===== src/rtl/msbm_pkg.sv =====
// package for the multi signature byte matcher
// beat structs, command codes and default sizes; no dependencies
package msbm_pkg;

	localparam int NUM_SIGS_DEF    = 8;
	localparam int MAX_SIG_LEN_DEF = 64;
	localparam int QUEUE_DEPTH     = 2;

	typedef enum logic [1:0] {
		CMD_LOAD    = 2'd0,
		CMD_SET_LEN = 2'd1,
		CMD_SCAN    = 2'd2,
		CMD_RESTART = 2'd3
	} cmd_t;

	typedef struct packed {
		cmd_t       cmd;
		logic [2:0] sig_slot;
		logic [5:0] sig_pos;
		logic [7:0] data_byte;
		logic [6:0] sig_len_in;
	} in_beat_t;

	typedef struct packed {
		logic [2:0]  match_slot;
		logic [31:0] start_offset;
		logic [6:0]  match_len;
		logic        last;
	} out_beat_t;

	// command after range checks and length saturation
	typedef struct packed {
		cmd_t       kind;
		logic [2:0] slot;
		logic [5:0] pos;
		logic [7:0] data;
		logic [6:0] len;
	} op_t;

endpackage


===== src/rtl/msbm_front.sv =====
// front end: takes input beats, drops out-of-range loads and length writes,
// saturates lengths and hands commands to the queue; uses msbm_pkg
module msbm_front import msbm_pkg::*; #(
	parameter int NUM_SIGS    = NUM_SIGS_DEF,
	parameter int MAX_SIG_LEN = MAX_SIG_LEN_DEF
) (
	input  logic     in_valid,
	output logic     in_ready,
	input  in_beat_t in_data,
	output logic     push,
	output op_t      op,
	input  logic     q_ready
);

	logic keep;
	logic slot_ok;
	logic pos_ok;
	logic len_big;

	always_comb begin
		slot_ok = 32'(in_data.sig_slot) < 32'(NUM_SIGS);
		pos_ok  = 32'(in_data.sig_pos) < 32'(MAX_SIG_LEN);
		len_big = 32'(in_data.sig_len_in) > 32'(MAX_SIG_LEN);
		unique case (in_data.cmd)
			CMD_LOAD: begin
				keep = slot_ok && pos_ok;
			end
			CMD_SET_LEN: begin
				keep = slot_ok;
			end
			default: begin
				keep = 1'b1;
			end
		endcase
		op.kind = in_data.cmd;
		op.slot = in_data.sig_slot;
		op.pos  = in_data.sig_pos;
		op.data = in_data.data_byte;
		op.len  = len_big ? 7'(MAX_SIG_LEN) : in_data.sig_len_in;
	end

	assign in_ready = q_ready;
	assign push     = in_valid && q_ready && keep;

endmodule


===== src/rtl/msbm_fifo.sv =====
// short command queue between front and back end
// depth from msbm_pkg
module msbm_fifo import msbm_pkg::*; (
	input  logic clk,
	input  logic arst_n,
	input  logic push,
	input  op_t  wr_op,
	output logic ready,
	output logic valid,
	output op_t  rd_op,
	input  logic pop
);

	localparam int PW = (QUEUE_DEPTH > 1) ? $clog2(QUEUE_DEPTH) : 1;
	localparam int CW = $clog2(QUEUE_DEPTH + 1);

	op_t           mem_q [QUEUE_DEPTH];
	logic [PW-1:0] wr_ptr_q;
	logic [PW-1:0] rd_ptr_q;
	logic [CW-1:0] cnt_q;
	logic          do_push;
	logic          do_pop;

	assign ready   = cnt_q != CW'(QUEUE_DEPTH);
	assign valid   = cnt_q != '0;
	assign rd_op   = mem_q[rd_ptr_q];
	assign do_push = push && ready;
	assign do_pop  = pop && valid;

	always_ff @(posedge clk) begin
		if (do_push) begin
			mem_q[wr_ptr_q] <= wr_op;
		end
	end

	always_ff @(posedge clk or negedge arst_n) begin
		if (!arst_n) begin
			wr_ptr_q <= '0;
			rd_ptr_q <= '0;
			cnt_q    <= '0;
		end else begin
			if (do_push) begin
				wr_ptr_q <= (wr_ptr_q == PW'(QUEUE_DEPTH - 1)) ? '0 : wr_ptr_q + 1'b1;
			end
			if (do_pop) begin
				rd_ptr_q <= (rd_ptr_q == PW'(QUEUE_DEPTH - 1)) ? '0 : rd_ptr_q + 1'b1;
			end
			if (do_push && !do_pop) begin
				cnt_q <= cnt_q + 1'b1;
			end else if (do_pop && !do_push) begin
				cnt_q <= cnt_q - 1'b1;
			end
		end
	end

endmodule


===== src/rtl/msbm_back.sv =====
// back end: signature store, lengths, history window and the compare unit
// one signature byte compared per cycle; uses msbm_pkg
module msbm_back import msbm_pkg::*; #(
	parameter int NUM_SIGS    = NUM_SIGS_DEF,
	parameter int MAX_SIG_LEN = MAX_SIG_LEN_DEF
) (
	input  logic      clk,
	input  logic      arst_n,
	input  logic      q_valid,
	input  op_t       q_op,
	output logic      q_pop,
	output logic      out_valid,
	input  logic      out_ready,
	output out_beat_t out_data
);

	localparam int NS  = (NUM_SIGS > 8) ? 8 : NUM_SIGS;
	localparam int SIW = (NS > 1) ? $clog2(NS) : 1;
	localparam int HAW = $clog2(MAX_SIG_LEN);
	localparam int HD  = 2 ** HAW;
	localparam int SD  = 2 ** (SIW + HAW);
	localparam int LW  = $clog2(MAX_SIG_LEN + 1);

	typedef enum logic [4:0] {
		BK_IDLE = 5'b00001,
		BK_SLOT = 5'b00010,
		BK_CMP  = 5'b00100,
		BK_CHK  = 5'b01000,
		BK_FIN  = 5'b10000
	} bk_state_t;

	bk_state_t      state_q;
	logic [7:0]     sig_mem [SD];
	logic [7:0]     hist_mem [HD];
	logic [LW-1:0]  lens_q [NS];
	logic [31:0]    cnt_q;
	logic [31:0]    cur_q;
	logic [HAW-1:0] wp_q;
	logic [HAW-1:0] k_q;
	logic [SIW-1:0] slot_q;
	logic           ok_q;
	logic           rd_vld_s1;
	logic [7:0]     sig_rd_s1;
	logic [7:0]     hist_rd_s1;
	logic           pend_vld_q;
	out_beat_t      pend_q;
	logic           out_valid_q;
	out_beat_t      out_q;

	logic [LW-1:0]      len_cur;
	logic [LW-1:0]      len_m1;
	logic               eligible;
	logic               k_last;
	logic               slot_end;
	logic               out_free;
	logic               byte_eq;
	logic               match_ok;
	logic               rd_en;
	logic [SIW+HAW-1:0] sig_raddr;
	logic [HAW-1:0]     hist_raddr;
	logic               push_out;
	logic               adv;
	out_beat_t          push_beat;
	out_beat_t          new_res;
	logic               take_scan;
	logic               take_load;

	always_comb begin
		len_cur    = lens_q[slot_q];
		len_m1     = len_cur - 1'b1;
		eligible   = (len_cur != '0) && (cur_q >= 32'(len_m1));
		k_last     = LW'(k_q) == len_m1;
		slot_end   = slot_q == SIW'(NS - 1);
		out_free   = !out_valid_q || out_ready;
		byte_eq    = sig_rd_s1 == hist_rd_s1;
		match_ok   = ok_q && byte_eq;
		rd_en      = state_q == BK_CMP;
		sig_raddr  = {slot_q, HAW'(len_m1 - LW'(k_q))};
		hist_raddr = wp_q - k_q;
		q_pop      = (state_q == BK_IDLE) && q_valid;
		take_scan  = q_pop && (q_op.kind == CMD_SCAN);
		take_load  = q_pop && (q_op.kind == CMD_LOAD);

		new_res.match_slot   = 3'(slot_q);
		new_res.start_offset = cur_q - 32'(len_m1);
		new_res.match_len    = 7'(len_cur);
		new_res.last         = 1'b0;

		push_out       = 1'b0;
		adv            = 1'b1;
		push_beat      = pend_q;
		push_beat.last = state_q == BK_FIN;
		if ((state_q == BK_CHK) && match_ok && pend_vld_q) begin
			push_out = 1'b1;
			adv      = out_free;
		end
		if ((state_q == BK_FIN) && pend_vld_q) begin
			push_out = 1'b1;
			adv      = out_free;
		end
	end

	assign out_valid = out_valid_q;
	assign out_data  = out_q;

	// signature store and history window
	always_ff @(posedge clk) begin
		if (take_load) begin
			sig_mem[{SIW'(q_op.slot), HAW'(q_op.pos)}] <= q_op.data;
		end
		if (rd_en) begin
			sig_rd_s1 <= sig_mem[sig_raddr];
		end
	end

	always_ff @(posedge clk) begin
		if (take_scan) begin
			hist_mem[wp_q + 1'b1] <= q_op.data;
		end
		if (rd_en) begin
			hist_rd_s1 <= hist_mem[hist_raddr];
		end
	end

	always_ff @(posedge clk) begin
		if (take_scan) begin
			cur_q <= cnt_q;
		end
		if ((state_q == BK_CHK) && match_ok && adv) begin
			pend_q <= new_res;
		end
		if (push_out && out_free) begin
			out_q <= push_beat;
		end
	end

	always_ff @(posedge clk or negedge arst_n) begin
		if (!arst_n) begin
			state_q     <= BK_IDLE;
			lens_q      <= '{default: '0};
			cnt_q       <= '0;
			wp_q        <= '0;
			k_q         <= '0;
			slot_q      <= '0;
			ok_q        <= 1'b0;
			rd_vld_s1   <= 1'b0;
			pend_vld_q  <= 1'b0;
			out_valid_q <= 1'b0;
		end else begin
			rd_vld_s1 <= rd_en;
			if (push_out && out_free) begin
				out_valid_q <= 1'b1;
			end else if (out_ready) begin
				out_valid_q <= 1'b0;
			end
			unique case (state_q)
				BK_IDLE: begin
					if (q_valid) begin
						unique case (q_op.kind)
							CMD_SET_LEN: begin
								lens_q[SIW'(q_op.slot)] <= LW'(q_op.len);
							end
							CMD_RESTART: begin
								cnt_q <= '0;
							end
							CMD_SCAN: begin
								wp_q    <= wp_q + 1'b1;
								cnt_q   <= (cnt_q == '1) ? cnt_q : cnt_q + 1'b1;
								slot_q  <= '0;
								state_q <= BK_SLOT;
							end
							default: begin
							end
						endcase
					end
				end
				BK_SLOT: begin
					if (eligible) begin
						k_q     <= '0;
						ok_q    <= 1'b1;
						state_q <= BK_CMP;
					end else if (slot_end) begin
						state_q <= BK_FIN;
					end else begin
						slot_q <= slot_q + 1'b1;
					end
				end
				BK_CMP: begin
					if (rd_vld_s1 && !byte_eq) begin
						ok_q <= 1'b0;
					end
					k_q <= k_q + 1'b1;
					if (k_last) begin
						state_q <= BK_CHK;
					end
				end
				BK_CHK: begin
					if (adv) begin
						if (match_ok) begin
							pend_vld_q <= 1'b1;
						end
						if (slot_end) begin
							state_q <= BK_FIN;
						end else begin
							slot_q  <= slot_q + 1'b1;
							state_q <= BK_SLOT;
						end
					end
				end
				BK_FIN: begin
					if (adv) begin
						pend_vld_q <= 1'b0;
						state_q    <= BK_IDLE;
					end
				end
				default: begin
					state_q <= BK_IDLE;
				end
			endcase
		end
	end

endmodule


===== src/rtl/multi_signature_byte_matcher.sv =====
// an accepted beat is registered in the command queue before the back end can pop it
// load, set-length and restart are done in the idle state; a scan walks the slots in
// order and compares each enabled slot whose window is full, then checks it; the
// single compare unit reads one signature byte and one history byte per cycle
// the two-entry queue and the output register let input and output stall separately
// reset: lengths, byte counter, pointers and handshakes clear; signature store undefined
module multi_signature_byte_matcher import msbm_pkg::*; #(
	parameter int NUM_SIGS    = NUM_SIGS_DEF,
	parameter int MAX_SIG_LEN = MAX_SIG_LEN_DEF
) (
	input  logic      clk,
	input  logic      arst_n,
	input  logic      in_valid,
	output logic      in_ready,
	input  in_beat_t  in_data,
	output logic      out_valid,
	input  logic      out_ready,
	output out_beat_t out_data
);

	logic q_push;
	op_t  q_wr_op;
	logic q_ready;
	logic q_valid;
	op_t  q_rd_op;
	logic q_pop;

	msbm_front #(
		.NUM_SIGS    (NUM_SIGS),
		.MAX_SIG_LEN (MAX_SIG_LEN)
	) u_front (
		.in_valid (in_valid),
		.in_ready (in_ready),
		.in_data  (in_data),
		.push     (q_push),
		.op       (q_wr_op),
		.q_ready  (q_ready)
	);

	msbm_fifo u_fifo (
		.clk    (clk),
		.arst_n (arst_n),
		.push   (q_push),
		.wr_op  (q_wr_op),
		.ready  (q_ready),
		.valid  (q_valid),
		.rd_op  (q_rd_op),
		.pop    (q_pop)
	);

	msbm_back #(
		.NUM_SIGS    (NUM_SIGS),
		.MAX_SIG_LEN (MAX_SIG_LEN)
	) u_back (
		.clk       (clk),
		.arst_n    (arst_n),
		.q_valid   (q_valid),
		.q_op      (q_rd_op),
		.q_pop     (q_pop),
		.out_valid (out_valid),
		.out_ready (out_ready),
		.out_data  (out_data)
	);

endmodule


===== config.mk =====
export PLATFORM = sky130hd
export DESIGN_NAME = multi_signature_byte_matcher
export DESIGN_NICKNAME = d
export VERILOG_FILES = /design/src/rtl/msbm_pkg.sv /design/src/rtl/msbm_front.sv /design/src/rtl/msbm_fifo.sv /design/src/rtl/msbm_back.sv /design/src/rtl/multi_signature_byte_matcher.sv
export SDC_FILE = /design/constraint.sdc
export NUM_CORES = 2
export LEC_CHECK = 0
export BUFFER_PORTS_ARGS = -buffer_cell sky130_fd_sc_hd__clkbuf_2
export CAP_MARGIN = 20
export CORE_MARGIN = 2
export CORE_UTILIZATION = 53
export CTS_BUF_LIST = sky130_fd_sc_hd__clkbuf_4 sky130_fd_sc_hd__clkbuf_8 sky130_fd_sc_hd__clkbuf_16
export CTS_CLUSTER_SIZE = 14
export DETAILED_ROUTE_END_ITERATION = 6
export PLACE_DENSITY = 0.76
export RECOVER_POWER = 25
export SYNTH_ARGS = -nofsm -noshare
export SYNTH_HDL_FRONTEND = slang
export SYNTH_HIERARCHICAL = 1
export SYNTH_MEMORY_MAX_BITS = 65536
export SYNTH_SLANG_ARGS = --single-unit

===== constraint.sdc =====
create_clock -name clk -period 10.3 [get_ports clk]
set_input_delay 2.575 -clock clk [delete_from_list [all_inputs] [get_ports clk]]
set_output_delay 2.575 -clock clk [all_outputs]
set_load 0.01 [all_outputs]

==> results by stage <==
Synthesis:
- The count of different cell masters after synthesis is 74.
- In the synthesized netlist, the number of instances is around 9300.
- Yosys attributes the largest share of cell area to edfxtp_1 (75%), mux4_2 (15%), dfrtp_1 (1.5%).
- The leading area contributor after synthesis is edfxtp_1.
- The commonest cells after synthesis are edfxtp_1 (4793), mux4_2 (1279), nand2_1 (762).
- The yosys synthesis warning count is 6.
- The number of nets in the synthesized netlist is about 9400.
- For this run, the register share of the synthesized area comes to around 76%.
- The commonest register cell after synthesis is edfxtp_1.
- Counting flops and latches in the post-synthesis netlist gives slightly below 5000.
- The synthesized design contains approximately 4800 enable-type register cells.
- The library cell with the highest instance count after synthesis is edfxtp_1.
- After synthesis, the share of flip-flops with an asynchronous set or reset is 2.36%.
- The mapped netlist covers around 190000 um2.
- In this run the biggest area consumer among cell types represents between 70 and 80% of the synthesized area.
- The post-synthesis area per instance is 20.6 um2.

Placed design:
- Detailed placement ended at an HPWL of around 260000 um.
- The number of input and output port buffers inserted is 74.
- The placer congestion estimate is between 0.8 and 0.9.

Floorplanning:
- The placeable core region is around 360000 um2.
- The die footprint is about 370000 um2.
- Row generation in the floorplan step produced 221 rows.
- The vertical die dimension is approximately 610 um.
- Measured along the x axis, the die boundary spans just over 600 um.
- Pin placement for this block handled 75 I/O pins.
- The initial standard-cell utilization of the core is a little over half.

GRT:
- The via count of the first global-routing pass came to 96135.
- Entering global routing, the biggest net connects ~250 pins.
- The global route total overflow is 0.
- Global routing used about a quarter of the available tracks.
- The initial antenna violation count is 12.
- The first global-routing pass estimated slightly below 700000 um of wire.
- The met3 track demand over resource in global routing is between 5 and 6%.
- Global routing consumed, on the met2 layer, about two fifths of the routing resources.
- The global routing stage identified its most utilized layer as met2.
- The met1 usage in global routing is between 30% and 40%.

Drt:
- The DRC violations left is 2.
- The detailed-route wire length per cell is 32.0 um.
- The per-cell via count in the routed design is about 6.6.
- The count of nets left with antenna violations once routing finished came out at 0.
- The post-detailed-routing wire length is around 470000 um.
- The number of iterations in the first detailed-routing pass is 7.
- Summing over every cut layer, the via total after detailed routing is ~97000.
- The violation count after the first detailed-route iteration is ~14000.

Clocking:
- CTS placed an instance of clkbuf_16 at the clock tree root.
- TritonCTS created between 400 and 500 clock buffers.
- After clock tree synthesis, the flow added hold-fix buffers numbering 0.
- The latest clock arrival within the worst-skew pair is around 1 ns.
- Clock-pin slew was measured on the worst setup and hold paths at 0.07 ns.
- The number of setup buffers added after CTS is 0.
- The H-tree depth is 5.
- TritonCTS built the clock tree.
- CTS saw roughly 5000 sinks.
- The maximum count of clock buffers along a single path is 4.
- After clock tree synthesis, the repair step resized 0 gates.

Critical path:
- The data required time at the worst endpoint is around 11 ns.
- Across all register-to-register paths, the minimum setup slack is around 1.8 ns.
- Data arrives at the worst endpoint at slightly below 9 ns.
- The worst setup path is of the flop to flop kind.
- The startpoint identified for the worst register-to-register timing path is u_fifo/rd_ptr_q$_DFFE_PN0P_.
- The most critical setup path has its startpoint at u_fifo/rd_ptr_q$_DFFE_PN0P_.
- The category of the worst setup path capture point is a flop.
- The critical-path maximum fanout is roughly 110.
- STA classifies the critical path startpoint as a flop.

Cells and area:
- The net count reported at finish is approximately 9500.
- The storage element area is approximately 150000 um2.
- The number of inserted filler cells in the final layout is 24532.
- Summing all multi-input logic gate instances after layout gives between 40000 and 50000 um2.
- The ratio of cells with drive above 1 in the final layout is 23.6%.
- The area added between synthesis and finish is 10.7%.

Status:
- The checks that failed: design-rule violations, max-capacitance violations, max-slew violations.
- The flow ran to the end, but the final reports show violations.

STA:
- The number of endpoints failing setup at the final stage is 0.
- The final setup TNS is 0 ns.
- The clock period could shrink to between 8 and 9 ns.
- The maximum clock skew at final layout is approximately 0.083 ns.
- The transition time at the pin with the least slew margin is around 5.7 ns.
- The number of max-slew violations in the final report was ~2000.
- The achievable clock frequency is 118 MHz.
- Setup repair after global routing left no endpoint under its margin.
- The number of hold violations in the final report is 0.
- Dividing the final minimum period by the clock period gives 82.6%.
- The headroom to the max-slew limit is -283%.

Min path:
- The classification of the worst-slack hold path is flop to flop.
- In this run the most critical hold path is launched from u_back/pend_q[35]$_DFFE_PP_.

Job:
- The tool flagged a number of max-cap violations equal to 26.
[worst paths after layout]
path / end / cells past startpoint
max in group asynchronous: u_back/cnt_q[12]$_DFFE_PN0P_ / 3
min: u_back/out_data[35]$_DFFE_PP_ / 0
min in group asynchronous: u_back/out_valid$_DFFE_PN0P_ / 1
min reg2reg: u_back/out_data[35]$_DFFE_PP_ / 0
max: u_back/sig_mem[282][3]$_DFFE_PP_ / 2
max reg2reg: u_back/sig_mem[282][3]$_DFFE_PP_ / 2
[cells in the final DEF, fill, tap and decap left out, types with 34 or more instances in the layout]
master,synthesis,final
a21oi_1,105,104
a311oi_1,72,72
a31oi_1,53,53
and3_1,85,85
buf_12,3,36
buf_4,43,95
clkbuf_1,299,40
clkbuf_16,0,461
clkbuf_2,0,57
clkbuf_4,0,101
clkinv_1,2,111
clkinv_2,0,82
dfrtp_1,115,114
edfxtp_1,4793,4793
inv_1,37,37
mux2_2,68,63
mux2i_1,146,148
mux4_2,1279,1279
nand2_1,762,753
nand3_1,160,154
nor2_1,657,655
nor3_1,37,36
o21ai_0,41,41
xnor2_1,44,40
xor2_1,37,34
[cell type report]
type / count / area share (%)
Sequential cell: 4909 / 69.0
Antenna cell: 7 / 0.00823
Timing Repair Buffer: 238 / 0.985
Tap cell: 4794 / 2.82
Clock inverter: 259 / 1.07
Inverter: 40 / 0.0706
Multi-Input combinational cell: 3818 / 20.2
Clock buffer: 571 / 5.84
[layer usage]
layer	wire length, um	share of wire, %
met1	169000	36
met2	225000	48
met3	53500	11
met4	20800	4.4
met5	97	0.021
[stage by stage]
| step | worst slack (ns) | hold WS (ns) | utilization, % | instance area (um2) | std cells |
|---|---|---|---|---|---|
| after floorplan | 4.82 | 0.400 | - | 192000 | 9327 |
| after global placement | 2.62 | 0.404 | 54.7 | 198000 | 13780 |
| after detailed placement | 2.71 | 0.405 | 54.8 | 198000 | 13786 |
| after CTS | 2.62 | 0.419 | 58.8 | 213000 | 14616 |
| after global routing | 1.33 | 0.428 | 58.8 | 213000 | 14630 |
| final | 1.79 | 0.417 | 58.8 | 213000 | 14636 |
[flip-flops by register name, summed over array words and instances, names as in the netlist, 32 cells and up]
| register | flops |
|---|---|
| u_back/cnt_q | 32 |
| u_back/cur_q | 32 |
| u_back/hist_mem | 512 |
| u_back/lens_q | 56 |
| u_back/out_data | 43 |
| u_back/pend_q | 42 |
| u_back/sig_mem | 4096 |
| u_fifo/mem_q | 52 |
[worst max-delay path, stage by stage (launching register included)]
cell and delay [ns]:
dfrtp_1 1.30, mux2_1 3.45, clkbuf_1 2.67
[kinds of logic after synthesis]
logic type | synth area share (%)
flip-flops | 76.4
AND/OR/NAND/NOR | 3.98
multiplexers | 16.3
buffers and inverters | 1.40
AO/OA/AOI/OAI | 1.28
XOR/XNOR | 0.400
adder cells (fa/ha/maj) | 0.201
Power is not shown: default switching activity piles up to over one toggle a cycle in this logic, so the estimate is an artifact.
